File: config.mk
export PLATFORM = sky130hd
export DESIGN_NAME = typedef_lexer
export DESIGN_NICKNAME = d
export VERILOG_FILES = /design/src/rtl/tlex_pkg.sv /design/src/rtl/typedef_lexer.sv /design/src/rtl/tlex_core.sv /design/src/rtl/tlex_serializer.sv
export SDC_FILE = /design/constraint.sdc
export NUM_CORES = 1
export LEC_CHECK = 0
export ABC_AREA = 1
export BUFFER_PORTS_ARGS = -buffer_cell sky130_fd_sc_hd__buf_2
export CORE_MARGIN = 2
export CORE_UTILIZATION = 45
export CTS_CLUSTER_SIZE = 16
export DETAILED_ROUTE_END_ITERATION = 10
export PLACE_DENSITY = 0.61
export REMOVE_ABC_BUFFERS = 1
export SLEW_MARGIN = 30
export SYNTH_ARGS = -nofsm -noshare
export SYNTH_HDL_FRONTEND = slang
export SYNTH_SLANG_ARGS = --single-unit
export TNS_END_PERCENT = 30
File: constraint.sdc
create_clock -name clock -period 6.7 [get_ports clock]
set_clock_uncertainty 0.15 [all_clocks]
set_input_delay 0 -clock clock [delete_from_list [all_inputs] [get_ports clock]]
set_output_delay 0 -clock clock [all_outputs]
set_load 0.05 [all_outputs]
File: src/rtl/tlex_pkg.sv
// ----------------------------------------------------------------------------
// Typedef lexer package
// Transaction types, token kind codes and the keyword tables shared by the
// lexer modules.
// ----------------------------------------------------------------------------
package tlex_pkg;

   // Default sizing of the counters.
   localparam int MAX_WORD_LENGTH_DEF = 255;
   localparam int POSITION_BITS_DEF   = 16;

   // Number of result slots one character can fill.
   localparam int SLOT_COUNT = 4;
   localparam int KW_COUNT   = 7;

   // Token kind codes.
   localparam logic [4:0] KIND_STRUCT   = 5'd0;
   localparam logic [4:0] KIND_ENUM     = 5'd1;
   localparam logic [4:0] KIND_LBRACE   = 5'd2;
   localparam logic [4:0] KIND_RBRACE   = 5'd3;
   localparam logic [4:0] KIND_SEMI     = 5'd4;
   localparam logic [4:0] KIND_COLON    = 5'd5;
   localparam logic [4:0] KIND_LPAREN   = 5'd6;
   localparam logic [4:0] KIND_RPAREN   = 5'd7;
   localparam logic [4:0] KIND_COMMA    = 5'd8;
   localparam logic [4:0] KIND_LANGLE   = 5'd9;
   localparam logic [4:0] KIND_RANGLE   = 5'd10;
   localparam logic [4:0] KIND_OPTIONAL = 5'd11;
   localparam logic [4:0] KIND_LIST     = 5'd12;
   localparam logic [4:0] KIND_STRING   = 5'd13;
   localparam logic [4:0] KIND_INT      = 5'd14;
   localparam logic [4:0] KIND_BOOL     = 5'd15;
   localparam logic [4:0] KIND_IDENT    = 5'd16;
   localparam logic [4:0] KIND_END      = 5'd17;

   // Special characters.
   localparam logic [7:0] CHAR_NEWLINE    = 8'h0A;
   localparam logic [7:0] CHAR_UNDERSCORE = 8'h5F;

   // Keyword spelling, length and kind, in candidate-bit order.
   localparam logic [7:0] KW_TEXT [KW_COUNT][8] = '{
      '{"s", "t", "r", "u", "c", "t", 8'h00, 8'h00},
      '{"e", "n", "u", "m", 8'h00, 8'h00, 8'h00, 8'h00},
      '{"o", "p", "t", "i", "o", "n", "a", "l"},
      '{"l", "i", "s", "t", 8'h00, 8'h00, 8'h00, 8'h00},
      '{"s", "t", "r", "i", "n", "g", 8'h00, 8'h00},
      '{"i", "n", "t", 8'h00, 8'h00, 8'h00, 8'h00, 8'h00},
      '{"b", "o", "o", "l", 8'h00, 8'h00, 8'h00, 8'h00}
   };
   localparam logic [3:0] KW_LEN [KW_COUNT] = '{
      4'd6, 4'd4, 4'd8, 4'd4, 4'd6, 4'd3, 4'd4
   };
   localparam logic [4:0] KW_KIND [KW_COUNT] = '{
      KIND_STRUCT, KIND_ENUM, KIND_OPTIONAL, KIND_LIST,
      KIND_STRING, KIND_INT, KIND_BOOL
   };

   // Input transaction.
   typedef struct packed {
      logic [7:0] char_code;
      logic       end_of_text;
   } req_type;

   // Result transaction.
   typedef struct packed {
      logic [4:0]  token_kind;
      logic [15:0] start_line;
      logic [15:0] start_column;
      logic [7:0]  token_length;
      logic        last_of_run;
   } rsp_type;

   // One token before the run marker is known.
   typedef struct packed {
      logic [4:0]  kind;
      logic [15:0] line;
      logic [15:0] column;
      logic [7:0]  length;
   } tok_type;

   // All tokens caused by one character, in delivery order.
   typedef struct packed {
      logic [SLOT_COUNT-1:0]            valid;
      tok_type [SLOT_COUNT-1:0]         tok;
   } bundle_type;

endpackage

File: src/rtl/typedef_lexer.sv
// ----------------------------------------------------------------------------
// Typedef lexer
// Streaming tokenizer for a small type-definition language: one character
// per input transaction, tokens with kind, position and length out.
// ----------------------------------------------------------------------------
//
//   Channel   Direction   Handshake              Payload
//   req_      in          req_valid/req_ready    char_code, end_of_text
//   rsp_      out         rsp_valid/rsp_ready    token_kind, start_line,
//                                                start_column, token_length,
//                                                last_of_run
//
// A character is taken every cycle while each gives at most one token and
// rsp_ready is high; one that gives n tokens holds the result register until
// all n are taken. Path: the input register, then the token register.
// Synchronous reset clears the counters and the open word, with no sweep.
// A stalled rsp_ side still lets one more character into the input register.
//
module typedef_lexer #(
   parameter int MAX_WORD_LENGTH = tlex_pkg::MAX_WORD_LENGTH_DEF,
   parameter int POSITION_BITS   = tlex_pkg::POSITION_BITS_DEF
) (
   input  logic              clock,
   input  logic              reset,
   input  logic              req_valid,
   output logic              req_ready,
   input  tlex_pkg::req_type req_data,
   output logic              rsp_valid,
   input  logic              rsp_ready,
   output tlex_pkg::rsp_type rsp_data
);

   logic                 in_valid_ff, in_valid_in;
   tlex_pkg::req_type    in_data_ff;
   logic                 fire;
   logic                 load_ok;
   tlex_pkg::bundle_type bundle;

   // Input register handshake.
   always_comb begin
      fire      = in_valid_ff && load_ok;
      req_ready = !in_valid_ff || fire;
      if (req_valid && req_ready) begin
         in_valid_in = 1'b1;
      end else if (fire) begin
         in_valid_in = 1'b0;
      end else begin
         in_valid_in = in_valid_ff;
      end
   end

   always_ff @(posedge clock) begin
      if (reset) begin
         in_valid_ff <= 1'b0;
      end else begin
         in_valid_ff <= in_valid_in;
      end
   end

   always_ff @(posedge clock) begin
      if (req_valid && req_ready) begin
         in_data_ff <= req_data;
      end
   end

   // Lexer state and token bundle.
   tlex_core #(
      .MAX_WORD_LENGTH (MAX_WORD_LENGTH),
      .POSITION_BITS   (POSITION_BITS)
   ) u_core (
      .clock  (clock),
      .reset  (reset),
      .fire   (fire),
      .item   (in_data_ff),
      .bundle (bundle)
   );

   // Result register and run serialization.
   tlex_serializer u_serializer (
      .clock     (clock),
      .reset     (reset),
      .load      (fire),
      .bundle    (bundle),
      .load_ok   (load_ok),
      .rsp_valid (rsp_valid),
      .rsp_ready (rsp_ready),
      .rsp_data  (rsp_data)
   );

endmodule

File: src/rtl/tlex_core.sv
// ----------------------------------------------------------------------------
// Typedef lexer core
// Holds the position counters and the open-word state, and turns one
// registered character into the bundle of tokens it causes.
// ----------------------------------------------------------------------------
module tlex_core #(
   parameter int MAX_WORD_LENGTH = tlex_pkg::MAX_WORD_LENGTH_DEF,
   parameter int POSITION_BITS   = tlex_pkg::POSITION_BITS_DEF
) (
   input  logic                 clock,
   input  logic                 reset,
   input  logic                 fire,
   input  tlex_pkg::req_type    item,
   output tlex_pkg::bundle_type bundle
);

   localparam int LenBits = $clog2(MAX_WORD_LENGTH + 1);
   localparam logic [LenBits-1:0] LenMax = LenBits'(MAX_WORD_LENGTH);

   logic [POSITION_BITS-1:0] line_ff, line_in;
   logic [POSITION_BITS-1:0] column_ff, column_in;
   logic                     in_word_ff, in_word_in;
   logic [POSITION_BITS-1:0] word_line_ff, word_line_in;
   logic [POSITION_BITS-1:0] word_column_ff, word_column_in;
   logic [LenBits-1:0]       word_len_ff, word_len_in;
   logic [tlex_pkg::KW_COUNT-1:0] cand_ff, cand_in;

   logic [7:0]               c;
   logic                     is_letter, is_digit, is_word_char;
   logic                     punct_hit;
   logic [4:0]               punct_kind;
   logic                     cont, start;
   logic [LenBits-1:0]       base_len, adv_len;
   logic [tlex_pkg::KW_COUNT-1:0] base_cand, adv_cand;
   logic                     open_word;
   logic [POSITION_BITS-1:0] open_line, open_column;
   logic [POSITION_BITS-1:0] line_next, column_next;

   // Kind of a finished word: the first surviving keyword of full length.
   function automatic logic [4:0] word_kind(input logic [tlex_pkg::KW_COUNT-1:0] cand,
                                            input logic [LenBits-1:0] len);
      logic [4:0] kind;
      kind = tlex_pkg::KIND_IDENT;
      for (int k = tlex_pkg::KW_COUNT - 1; k >= 0; k--) begin
         if (cand[k] && len == LenBits'(tlex_pkg::KW_LEN[k])) begin
            kind = tlex_pkg::KW_KIND[k];
         end
      end
      return kind;
   endfunction

   // Reported positions stop at the top of the 16-bit field.
   function automatic logic [15:0] pos_out(input logic [POSITION_BITS-1:0] v);
      logic over;
      over = |(v >> 16);
      return over ? 16'hFFFF : 16'(v);
   endfunction

   // Reported lengths stop at the top of the 8-bit field.
   function automatic logic [7:0] len_out(input logic [LenBits-1:0] v);
      logic over;
      over = |(v >> 8);
      return over ? 8'hFF : 8'(v);
   endfunction

   // Character classes and punctuation lookup.
   always_comb begin
      c          = item.char_code;
      is_letter  = (c >= "a" && c <= "z") || (c >= "A" && c <= "Z");
      is_digit   = (c >= "0" && c <= "9");
      is_word_char = is_letter || is_digit || (c == tlex_pkg::CHAR_UNDERSCORE);
      punct_hit  = 1'b1;
      case (c)
         "{":     punct_kind = tlex_pkg::KIND_LBRACE;
         "}":     punct_kind = tlex_pkg::KIND_RBRACE;
         ";":     punct_kind = tlex_pkg::KIND_SEMI;
         ":":     punct_kind = tlex_pkg::KIND_COLON;
         "(":     punct_kind = tlex_pkg::KIND_LPAREN;
         ")":     punct_kind = tlex_pkg::KIND_RPAREN;
         ",":     punct_kind = tlex_pkg::KIND_COMMA;
         "<":     punct_kind = tlex_pkg::KIND_LANGLE;
         ">":     punct_kind = tlex_pkg::KIND_RANGLE;
         default: begin
            punct_kind = tlex_pkg::KIND_IDENT;
            punct_hit  = 1'b0;
         end
      endcase
   end

   // Word tracking: continue the open word or start a new one.
   always_comb begin
      cont      = in_word_ff && is_word_char;
      start     = !cont && (is_letter || c == tlex_pkg::CHAR_UNDERSCORE);
      base_len  = cont ? word_len_ff : '0;
      base_cand = cont ? cand_ff : '1;
      for (int k = 0; k < tlex_pkg::KW_COUNT; k++) begin
         adv_cand[k] = base_cand[k] && (base_len < LenBits'(tlex_pkg::KW_LEN[k]))
                       && (tlex_pkg::KW_TEXT[k][base_len[2:0]] == c);
      end
      adv_len     = (base_len < LenMax) ? base_len + 1'b1 : base_len;
      open_word   = cont || start;
      open_line   = start ? line_ff : word_line_ff;
      open_column = start ? column_ff : word_column_ff;
   end

   // Position counters after this character, saturating.
   always_comb begin
      if (c == tlex_pkg::CHAR_NEWLINE) begin
         line_next   = (&line_ff) ? line_ff : line_ff + 1'b1;
         column_next = '0;
      end else begin
         line_next   = line_ff;
         column_next = (&column_ff) ? column_ff : column_ff + 1'b1;
      end
   end

   // Token bundle: closed word, punctuation, word open at end, end token.
   always_comb begin
      bundle.valid[0]      = in_word_ff && !cont;
      bundle.tok[0].kind   = word_kind(cand_ff, word_len_ff);
      bundle.tok[0].line   = pos_out(word_line_ff);
      bundle.tok[0].column = pos_out(word_column_ff);
      bundle.tok[0].length = len_out(word_len_ff);

      bundle.valid[1]      = punct_hit;
      bundle.tok[1].kind   = punct_kind;
      bundle.tok[1].line   = pos_out(line_ff);
      bundle.tok[1].column = pos_out(column_ff);
      bundle.tok[1].length = 8'd1;

      bundle.valid[2]      = item.end_of_text && open_word;
      bundle.tok[2].kind   = word_kind(adv_cand, adv_len);
      bundle.tok[2].line   = pos_out(open_line);
      bundle.tok[2].column = pos_out(open_column);
      bundle.tok[2].length = len_out(adv_len);

      bundle.valid[3]      = item.end_of_text;
      bundle.tok[3].kind   = tlex_pkg::KIND_END;
      bundle.tok[3].line   = pos_out(line_next);
      bundle.tok[3].column = pos_out(column_next);
      bundle.tok[3].length = 8'd0;
   end

   // Next state; the end of a text returns everything to its reset value.
   always_comb begin
      if (item.end_of_text) begin
         line_in        = '0;
         column_in      = '0;
         in_word_in     = 1'b0;
         word_line_in   = '0;
         word_column_in = '0;
         word_len_in    = '0;
         cand_in        = '1;
      end else begin
         line_in        = line_next;
         column_in      = column_next;
         in_word_in     = open_word;
         word_line_in   = open_line;
         word_column_in = open_column;
         word_len_in    = open_word ? adv_len : '0;
         cand_in        = open_word ? adv_cand : '1;
      end
   end

   // State registers.
   always_ff @(posedge clock) begin
      if (reset) begin
         line_ff        <= '0;
         column_ff      <= '0;
         in_word_ff     <= 1'b0;
         word_line_ff   <= '0;
         word_column_ff <= '0;
         word_len_ff    <= '0;
         cand_ff        <= '1;
      end else if (fire) begin
         line_ff        <= line_in;
         column_ff      <= column_in;
         in_word_ff     <= in_word_in;
         word_line_ff   <= word_line_in;
         word_column_ff <= word_column_in;
         word_len_ff    <= word_len_in;
         cand_ff        <= cand_in;
      end
   end

endmodule

File: src/rtl/tlex_serializer.sv
// ----------------------------------------------------------------------------
// Typedef lexer result serializer
// Registers the token bundle of one character and hands its tokens out one
// per transaction, marking the final one of the run.
// ----------------------------------------------------------------------------
module tlex_serializer (
   input  logic                 clock,
   input  logic                 reset,
   input  logic                 load,
   input  tlex_pkg::bundle_type bundle,
   output logic                 load_ok,
   output logic                 rsp_valid,
   input  logic                 rsp_ready,
   output tlex_pkg::rsp_type    rsp_data
);

   logic [tlex_pkg::SLOT_COUNT-1:0] pending_ff, pending_in;
   tlex_pkg::tok_type               tok_ff [tlex_pkg::SLOT_COUNT];
   logic [tlex_pkg::SLOT_COUNT-1:0] sel_onehot;
   logic [1:0]                      sel;
   logic                            take;
   logic [tlex_pkg::SLOT_COUNT-1:0] remaining;

   // Pick the earliest pending slot.
   always_comb begin
      sel        = 2'd0;
      sel_onehot = '0;
      for (int s = tlex_pkg::SLOT_COUNT - 1; s >= 0; s--) begin
         if (pending_ff[s]) begin
            sel        = 2'(s);
            sel_onehot = tlex_pkg::SLOT_COUNT'(1) << s;
         end
      end
   end

   // Output transaction and what is left after it.
   always_comb begin
      rsp_valid             = |pending_ff;
      take                  = rsp_valid && rsp_ready;
      remaining             = take ? (pending_ff & ~sel_onehot) : pending_ff;
      load_ok               = (remaining == '0);
      pending_in            = load ? bundle.valid : remaining;
      rsp_data.token_kind   = tok_ff[sel].kind;
      rsp_data.start_line   = tok_ff[sel].line;
      rsp_data.start_column = tok_ff[sel].column;
      rsp_data.token_length = tok_ff[sel].length;
      rsp_data.last_of_run  = ((pending_ff & ~sel_onehot) == '0);
   end

   // Pending flags.
   always_ff @(posedge clock) begin
      if (reset) begin
         pending_ff <= '0;
      end else begin
         pending_ff <= pending_in;
      end
   end

   // Token payload, captured with each new bundle.
   always_ff @(posedge clock) begin
      if (load) begin
         for (int s = 0; s < tlex_pkg::SLOT_COUNT; s++) begin
            tok_ff[s] <= bundle.tok[s];
         end
      end
   end

endmodule

### Word-level counts from Yosys, hierarchy flattened

Memory sizes are Yosys's and may differ from the RTL's.
Index checks and enable logic that the tools add are counted.

* shift operators: 0
* add/subtract/negate cells: 3
* div/mod/pow operators: 0
* multiplexer cells: 62
* bitwise operators: 3
* magnitude comparators: 12
* multipliers: 0
* eq/ne operators: 26
* reductions and logical operators: 53

Operator list (number)
* $mux W16: 10
* $mux W8: 18
* $mux W5: 14
* $eq A8 B6 Y1 const B: 7
* $eq A8 B8 Y1: 7
* $pmux W5 S9: 1
* $logic_and A1 B1 Y1: 38
* $add A16 B1 Y16 const B: 2
* $eq A8 B3 Y1 const B: 4
* $reduce_and A16 Y1: 2
* $eq A8 B4 Y1 const B: 3
* $eq A8 B7 Y1 const B: 3
* $mux W4: 6
* $mux W7: 3
* $eq A8 B2 Y1 const B: 2
* $ge A8 B7 Y1 const B: 2
* $le A8 B7 Y1 const B: 2
* $lt A8 B3 Y1 const B: 2
* $reduce_or A9 Y1: 1
* $add A8 B1 Y8 const B: 1
* $ge A8 B6 Y1 const B: 1
* $le A8 B6 Y1 const B: 1
* $logic_not A4 Y1: 2
* $lt A8 B2 Y1 const B: 1
* 12 further kinds: 26

* input port bits: 13
* register bits: 94
* memories: 8
* ROM bits: 448
* latch bits: 0
* memory bits (writable): 180
* word-level logic and storage cells: 178

Memories
* u_serializer.tok_ff: depth 4, width 45, rd ports 1, clocked after Yosys merged registers in 0, wr ports 4, RTL line tlex_serializer.sv:18 `tlex_pkg::tok_type tok_ff [tlex_pkg::SLOT_COUNT];`
* (no name shown): depth 8, width 8, rd ports 1, clocked after Yosys merged registers in 0, wr ports 0, RTL line tlex_core.sv:98 `&& (tlex_pkg::KW_TEXT[k][base_len[2:0]] == c);`
* (no name shown): depth 8, width 8, rd ports 1, clocked after Yosys merged registers in 0, wr ports 0, RTL line tlex_core.sv:98
* (no name shown): depth 8, width 8, rd ports 1, clocked after Yosys merged registers in 0, wr ports 0, RTL line tlex_core.sv:98
* (no name shown): depth 8, width 8, rd ports 1, clocked after Yosys merged registers in 0, wr ports 0, RTL line tlex_core.sv:98
* (no name shown): depth 8, width 8, rd ports 1, clocked after Yosys merged registers in 0, wr ports 0, RTL line tlex_core.sv:98
* 2 more memories

### Logic depth before layout (Yosys ltp)

Gate-level depths: netlist of the first run.

* word-level depth: 21
* depth in mapped cells: 26

### Hierarchy

A second synthesis of the first run with hierarchy kept.

* cell total of the unflattened synthesis: 1715
* area, all modules: 14306.2 µm²

By module, submodules not included
* tlex_serializer: cells an instance 755, instances 1, area each 7983.9 µm², seq. area each 5485.3 µm²
* tlex_core: cells an instance 943, instances 1, area each 5997.0 µm², seq. area each 1601.5 µm²
* typedef_lexer: cells an instance 17, instances 1, area each 325.3 µm², seq. area each 290.3 µm²

### Least setup slack after synthesis of the first run

OpenSTA, ideal clock, no wires.

* path type: reg2reg
* from: reg u_serializer.pending_ff[0] (netlist name)
* to: mem u_serializer.tok_ff[0][0] (netlist name) (enable)
* path slack: 0.131 ns
* period minus slack after synthesis: 6.569 ns
* arrival time: 5.833 ns
* data required time: 5.964 ns
* cell stages (with the launch flop): 8
* buffers on the path: 1
* cells stage by stage: dfxtp_1 -> nor2_1 -> nand2_1 -> a21boi_0 -> nor2_1 -> nand2_1 -> inv_1 -> clkbuf_1

RTL lines
* start: declaration: RTL line tlex_serializer.sv:17 `logic [tlex_pkg::SLOT_COUNT-1:0] pending_ff, pending_in;`
* start signal: assignment: RTL line tlex_serializer.sv:55 `pending_ff <= pending_in;`
* end: declaration: RTL line tlex_serializer.sv:18

==> summary.md, run 1 <==
| Metric | Value |
|---|---|
| Crit Path Class | reg2reg |
| Reg2Reg Setup Slack | 2.45 ns |
| Status | finished, final reports clean |
| Via count | 9612 |
| Max_slew headroom | 35.1% |
| Clk slew on worst S/H paths | 0.06 ns |
| Max-slew violation count | 0 |
| R2r startpoint | in_data_ff[2]$_DFFE_PP_ |
| Vias in the first global route | a little over 9000 |
| Syn. warnings | 0 |
| Most used cell, CP | nand2_1 |
| Hold Vio Cnt, Final | 0 |
| Crit path time final | 4.25 ns |
| Core area | 0.0270 mm^2 |
| Worst-path maximum fanout | 15 |
| Delay-heaviest family, CP | simple AND/OR/NAND/NOR gates |
| Wirelength per Cell | 17.1 um |
| Share of cells above drive strength 1 | 14.3% |
| Critical path's slowest cell | edfxtp_1 |
| Switching Share | 25.5% |
| Yosys top cell by area | edfxtp_1 |
| M1 GR Usage | roughly 28% |
| Cell area power density | 263 mW/mm^2 |
| Synth area leaders | edfxtp_1 41%, dfxtp_1 14%, nand2_1 8.2%, nor2_1 5.9%, o21ai_0 3.6% |
| FP Rows | 60 |
| ANT nets after route | 0 |
| Critical path launch point type | flop |
| TritonCTS buffer count | 27 |
| CP bufs+invs | 5 |
| Final setup fails | 0 |
| HP Start | req_data[0] |
| Initial antenna violation count | 0 |
| Initial Utilization | 45.9% |
| WP depth | 22 |
| Most common cell after layout, fill and taps aside | nand2_1 |
| Area grow syn2layout | 12.6% |
| Post-CTS Resized | 0 |
| Syn avg cell area | 9.04 um^2 |
| Pint | 0.00273 W |
| Final HPWL DP | 19200 um |
| Port Buffers | 60 |
| GR peak layer | met2 |
| Gr ovfl total | 0 |
| Placer Congestion | 0.915 |
| Gate power share | 10.9% |
| I/O pin count | 61 |
| Number of antenna diodes | 0 |
| CTS tree | built |
| Hold Path Class | in2reg |
| Top-area cell type share of the netlist area | 40.7% |
| Commonest non-fill, non-tap cells in the layout | 270 x nand2_1, 195 x nor2_1, 168 x edfxtp_1 |
| Post-CTS Setup Inserts | 0 |
| Die Span Y | about 170 um |
| RSZ-0062 raised after global routing | false |
| #FFs+latches synth | 253 |
| Fin Setup TNS | 0 ns |
| R2R depth | 22 |
| Largest net degree at the start of global routing | between 100 and 150 |
| Worst R2R End | u_serializer.tok_ff[2][43]$_SDFFCE_PP0P_ |
| H-Tree Depth | 1 |
| Total power | roughly 0.0037 W |
| CP arrival | 4.39 ns |
| Worst-Margin Slew | 0.974 ns |
| Cell Area, Synth | 0.0124 mm^2 |
| Routed vias/inst | 5.41 |
| Die Width | 170 um |
| Layout fillers | 2552 |
| Worst-skew pair later-pin latency | 0.53 ns |
| Sequential power share | 47.5% |
| Grt met3 use | 2.09% |
| First-pass GRT wire length | slightly below 50000 um |
| Clk pwr share | about two fifths |
| Final WL | 30400 um |
| Final #Nets | 1440 |
| Max Buffers Root-to-Sink | 3 |
| CTS Sinks | 253 |
| Max_cap viols | 0 |
| Worst path cell trace | inv_2 > nor2_1 > nand3_1 > nand2_1 > nand2_2 > nand3_4 > nand2_4 > nor2_2 > inv_1 > ha_1 > inv_1 > nand4_1 > nand2_1 > nor2_1 > a21oi_1 > nand2_1 > nor2_1 > nand3_1 > nand2_1 > inv_1 > nand2_1 > inv_1 |
| Max IR drop VDD | 171 uV |
| CTS root buffer | clkbuf_16 |
| CP required | 6.83 ns |
| CP Capture Type | flop |
| Max Clk Rate | 0.235 GHz |
| LEAKAGE | 5.24 nW |
| Psw | 0.000936 W |
| DRC Markers | 0 |
| Worst path max stage delay | 0.69 ns |
| Seq/Total Area, Yosys | 54.4% |
| First-pass DRT Iterations | 5 |
| 1st-iter DRT viols | 766 |
| Syn Inst Count | 1371 |
| Unique cell type count in the Yosys netlist | 59 |
| Met2 GRT Util | 36.9% |
| Worst Hold Path EP | in_data_ff[0]$_DFFE_PP_ |
| Hold path depth | 2 |
| Period utilization | 63.5% |
| Die area | 0.0289 mm^2 |
| Total GRT Usage | between 20% and 30% |
worst reg2reg max path: stages (launching register included):
cell and delay, ns:
edfxtp_1 0.69, inv_2 0.22, nor2_1 0.20, nand3_1 0.10, nand2_1 0.08, nand2_2 0.07, nand3_4 0.28, nand2_4 0.18
nor2_2 0.29, inv_1 0.20, ha_1 0.25, inv_1 0.06, nand4_1 0.20, nand2_1 0.18, nor2_1 0.05, a21oi_1 0.13
nand2_1 0.06, nor2_1 0.22, nand3_1 0.14, nand2_1 0.12, inv_1 0.05, nand2_1 0.06, inv_1 0.03
cells in the mapped netlist, drive strengths merged:
master	number
nand2	286
o41ai	1
clkbuf	50
nor2	214
buf	17
a22oi	23
nand3	78
o221ai	1
a21boi	1
o22ai	6
nor3	19
dfxtp	85
a311o	1
and2	1
or2	3
mux2	9
a311oi	1
nor3b	1
a211oi	1
a22o	6
edfxtp	168
xor2	21
o21ai	91
a31oi	5
a21o	1
a221oi	1
o21bai	2
a21oi	77
nand3b	2
clkinv	2
o21a	1
nor4	10
nand4	22
inv	120
o2111ai	2
ha	10
o32ai	32
cell families after synthesis:
logic type,Yosys count,synth area share (%)
xor+xnor,21,1.48
flops,253,54.4
mux,9,0.817
buf+inv,189,6.37
fa+ha+maj,10,1.01
simple gates,636,23.4
compound gates,253,12.5
routing by layer:
layer | vias to the layer above | share of wire (%)
met1 | 4540 | 45
li1 | 4801 | -
met2 | 236 | 49
met4 | 0 | 1.5
met3 | 35 | 4.4
met5 | - | 0
layout make-up:
class                           count  area, um^2  share of cell area [%]
Sequential cell                   253        6750                    48.3
Multi-Input combinational cell    929        4900                    35.1
Clock buffer                       33         728                    5.22
Timing Repair Buffer               84         513                    3.67
Inverter                          122         465                    3.33
Tap cell                          341         427                    3.06
Clock inverter                     16         185                    1.33
how the worst max path moves through the flow:
stage,endpoint,start,slack [ns]
finish,u_serializer.tok_ff[2][43]$_SDFFCE_PP0P_,in_data_ff[2]$_DFFE_PP_,2.45
floorplan,u_serializer.tok_ff[0][0]$_DFFE_PP_,u_serializer.pending_ff[0]$_SDFF_PP0_,0.24
CTS,u_serializer.tok_ff[2][43]$_SDFFCE_PP0P_,in_data_ff[2]$_DFFE_PP_,2.45
global placement,u_serializer.tok_ff[2][43]$_SDFFCE_PP0P_,in_data_ff[2]$_DFFE_PP_,2.54
global route,u_serializer.tok_ff[2][43]$_SDFFCE_PP0P_,in_data_ff[2]$_DFFE_PP_,2.06
detailed placement,u_serializer.tok_ff[2][43]$_SDFFCE_PP0P_,in_data_ff[2]$_DFFE_PP_,2.50
sequential cells by signal, indices dropped and copies added (netlist names), 7 cells and up:
register and cells:
in_data_ff 9, u_core.cand_ff 7, u_core.column_ff 16, u_core.line_ff 16, u_core.word_column_ff 16, u_core.word_len_ff 8, u_core.word_line_ff 16, u_serializer.tok_ff 159
timing repair:
item	4_1_cts	5_1_grt
endpoints found under the setup margin	0	0
hold endpoints to repair	57	0
hold buffers	13	0
power by group through the flow:
| stage | combinational, W | sequential [W] | clock (W) |
|---|---|---|---|
| 2_1_floorplan | 0.000282 | 0.00178 | 0 |
| 3_3_place_gp | 0.000397 | 0.00178 | 0 |
| 3_5_place_dp | 0.000397 | 0.00178 | 0 |
| 4_1_cts | 0.000403 | 0.00174 | 0.00155 |
| 5_1_grt | 0.000427 | 0.00175 | 0.00162 |
| 6_report | 0.000399 | 0.00174 | 0.00153 |
stage by stage:
stage	hold slack [ns]	setup slack (ns)	instance area, um^2	util [%]	std cells
detailed placement	0.0281	2.50	12900	47.8	1716
finish	0.0246	2.45	14000	51.7	1778
global placement	0.0260	2.54	12900	47.8	1716
floorplan	-0.0809	0.242	12100	-	1304
CTS	0.00231	2.45	14000	51.6	1778
global route	0.0145	2.06	14000	51.7	1778
Note: power is estimated with default switching activity, not from simulation.
==> run 2: changes to the inputs <==
==> constraint.sdc (replaced) <==
create_clock -name clock -period 3.6 [get_ports clock]
set_clock_uncertainty 0.15 [all_clocks]
set_input_delay 0 -clock clock [delete_from_list [all_inputs] [get_ports clock]]
set_output_delay 0 -clock clock [all_outputs]
set_load 0.05 [all_outputs]
==> run 2 against run 1 <==
Compared with the run above:
- clock power up 90%
- largest power group unchanged
- critical path type unchanged
- die area unchanged
- worst setup slack worse by 2.2 ns
- fmax up 26%
==> summary.md, run 2 (synthesis results as in run 1) <==
| Metric | Value |
|---|---|
| Status | finished, final reports clean |
| Initial antenna violation count | 0 (unchanged) |
| Core area | 0.0270 mm^2 (unchanged) |
| Crit Path Class | reg2reg |
| Crit path time final | 3.38 ns (-0.871 ns) |
| Port Buffers | 60 (unchanged) |
| Worst path max stage delay | 0.54 ns (-0.15 ns) |
| Max_cap viols | 0 (unchanged) |
| Share of cells above drive strength 1 | 17.6% (+3.3 points) |
| Layout fillers | 2469 (-3.3%) |
| LEAKAGE | 5.55 nW (+6.1%) |
| Via count | 9976 (+3.8%) |
| Die area | 0.0289 mm^2 (unchanged) |
| Period utilization | 94.0% (+30 points) |
| First-pass GRT wire length | 49100 um (+1.4%) |
| Max reg flops | 159 (unchanged) |
| Worst path cell trace | buf_4 > o21ai_2 > nor2_1 > nand2_1 > nand2_2 > nand3_4 > nand2_4 > nor2_4 > inv_1 > ha_1 > nand2_4 > nand2_1 > nand2_1 > nand2_1 > nand3_1 > nor2_4 > nand4_1 > nand3_1 > a21oi_1 |
| Worst-skew pair later-pin latency | 0.56 ns (+0.03 ns) |
| Routed vias/inst | 5.43 (+0.51%) |
| Final setup fails | 0 (unchanged) |
| Clk slew on worst S/H paths | 0.06 ns (about the same) |
| Dpl ws | 0.122 ns (-2.38 ns) |
| TritonCTS buffer count | 27 (unchanged) |
| Most common cell after layout, fill and taps aside | nand2_1 |
| Worst-Margin Slew | 0.927 ns (-0.0474 ns) |
| FP Rows | 60 (unchanged) |
| Most used cell, CP | nand2_1 |
| ANT nets after route | 0 (unchanged) |
| Delay-heaviest family, CP | simple AND/OR/NAND/NOR gates |
| Final setup margin | 0.217 ns (-2.23 ns) |
| Number of antenna diodes | 0 (unchanged) |
| Commonest non-fill, non-tap cells in the layout | 270 x nand2_1, 192 x nor2_1, 168 x edfxtp_1 |
| Final HPWL DP | 20100 um (+4.5%) |
| Critical path launch point type | flop |
| Initial Utilization | 45.9% (unchanged) |
| CTS tree | built |
| Max-slew violation count | 0 (unchanged) |
| CTS Sinks | 253 (unchanged) |
| Critical path's slowest cell | edfxtp_1 |
| Area grow syn2layout | 17.7% |
| Total GRT Usage | 21.4% (+0.30 points) |
| First-pass DRT Iterations | 5 (unchanged) |
| 1st-iter DRT viols | 664 (-13%) |
| CP Capture Type | flop |
| Gr ovfl total | 0 (unchanged) |
| Die Span Y | 170 um (unchanged) |
| Max Clk Rate | 0.296 GHz (+26%) |
| Max Buffers Root-to-Sink | 3 (unchanged) |
| Final WL | 31100 um (+2.4%) |
| Max_slew headroom | 38.2% (+3.2 points) |
| Wirelength per Cell | 17.0 um (-0.83%) |
| Largest net degree at the start of global routing | 74 (-31%) |
| Final #Nets | 1497 (+4.0%) |
| DRC Markers | 0 (unchanged) |
| Hold Path Class | in2reg |
| Die Width | 170 um (unchanged) |
| I/O pin count | 61 (unchanged) |
| Fin Setup TNS | 0 ns (unchanged) |
| Top reg by flops | u_serializer.tok_ff |
| Cell area power density | 477 mW/mm^2 (+82%) |
| H-Tree Depth | 1 (unchanged) |
| Vias in the first global route | 9413 (+3.7%) |
| Placer Congestion | 0.930 (+1.7%) |
| CP required | 3.74 ns (-3.09 ns) |
| Max IR drop VDD | 331 uV (+94%) |
| Worst-path maximum fanout | 9 (-6) |
| CP bufs+invs | 2 (-3) |
| Hold Vio Cnt, Final | 0 (unchanged) |
| CP arrival | 3.52 ns (-0.87 ns) |
| CTS root buffer | clkbuf_16 |
run 2: changes by cell type in the layout (fill, tap and decap cells not counted), moves of 3 or more:
cell           before  now
buf_12              0    9
buf_4              11   53
clkbuf_8            3   10
clkinv_2            8    2
dlygate4sd3_1      13   20
nor2_1            195  192
run 2: timing repair:
action | 4_1_cts | 5_1_grt
endpoints found under the setup margin | 0 | 5
resized for setup | 0 | 9
hold endpoints to repair | 36 | 0
buffers inserted | 0 | 18
hold buffers | 20 | 0
run 2: worst paths after layout:
check | from | to | slack, ns | cells past startpoint
max | in_data_ff[3]$_DFFE_PP_ | u_serializer.tok_ff[2][41]$_SDFFCE_PP0P_ | 0.22 | 19
min | req_data[4] | in_data_ff[4]$_DFFE_PP_ | 0.03 | 2
max reg2reg | in_data_ff[3]$_DFFE_PP_ | u_serializer.tok_ff[2][41]$_SDFFCE_PP0P_ | 0.22 | 19
min reg2reg | u_core.word_line_ff[12]$_SDFFE_PP0P_ | u_serializer.tok_ff[0][36]$_DFFE_PP_ | 0.29 | 0
run 2: worst reg2reg max path, cell delays in order (launching register included):
cell,delay (ns)
edfxtp_1,0.54
buf_4,0.21
o21ai_2,0.12
nor2_1,0.05
nand2_1,0.07
nand2_2,0.07
nand3_4,0.14
nand2_4,0.08
nor2_4,0.17
inv_1,0.10
ha_1,0.39
nand2_4,0.13
nand2_1,0.10
nand2_1,0.08
nand2_1,0.08
nand3_1,0.12
nor2_4,0.19
nand4_1,0.15
nand3_1,0.11
a21oi_1,0.07
run 2: per-stage QoR:
step / hold slack (ns) / instances / util, % / total power, W / instance area (um^2)
finish: 0.0342 / 1836 / 54.0 / 0.00696 / 14600
global route: 0.0182 / 1836 / 54.0 / 0.00718 / 14600
CTS: 0.00393 / 1818 / 53.3 / 0.00699 / 14400
detailed placement: 0.0300 / 1748 / 49.1 / 0.00408 / 13300
global placement: 0.0276 / 1748 / 49.1 / 0.00408 / 13300
floorplan: -0.0809 / 1304 / - / 0.00383 / 12100
run 2: final cells by class:
class	instances	area (um^2)	share of cell area, %
flip-flops and latches	253	6750	46.2
multi-input cells	929	4940	33.8
clock buffers	42	832	5.70
clock inverters	8	118	0.806
inverters	122	463	3.17
repair buffers	141	1070	7.36
well taps	341	427	2.92
run 2: where the power goes:
part	internal, W	leakage, nW	switching [W]	total, W
logic	0.000211	2.89	0.000604	0.000815
clock network	0.00174	0.467	0.00117	0.00291
registers	0.00320	2.20	0.0000367	0.00323
run 2: metal layers:
layer / track usage (%) / up-vias / routed length [um]
met1: 27.4 / 4772 / 13800
li1: - / 4916 / -
met3: 2.56 / 54 / 1390
met5: 0 / - / 0
met2: 37.8 / 234 / 15200
met4: 6.50 / 0 / 795
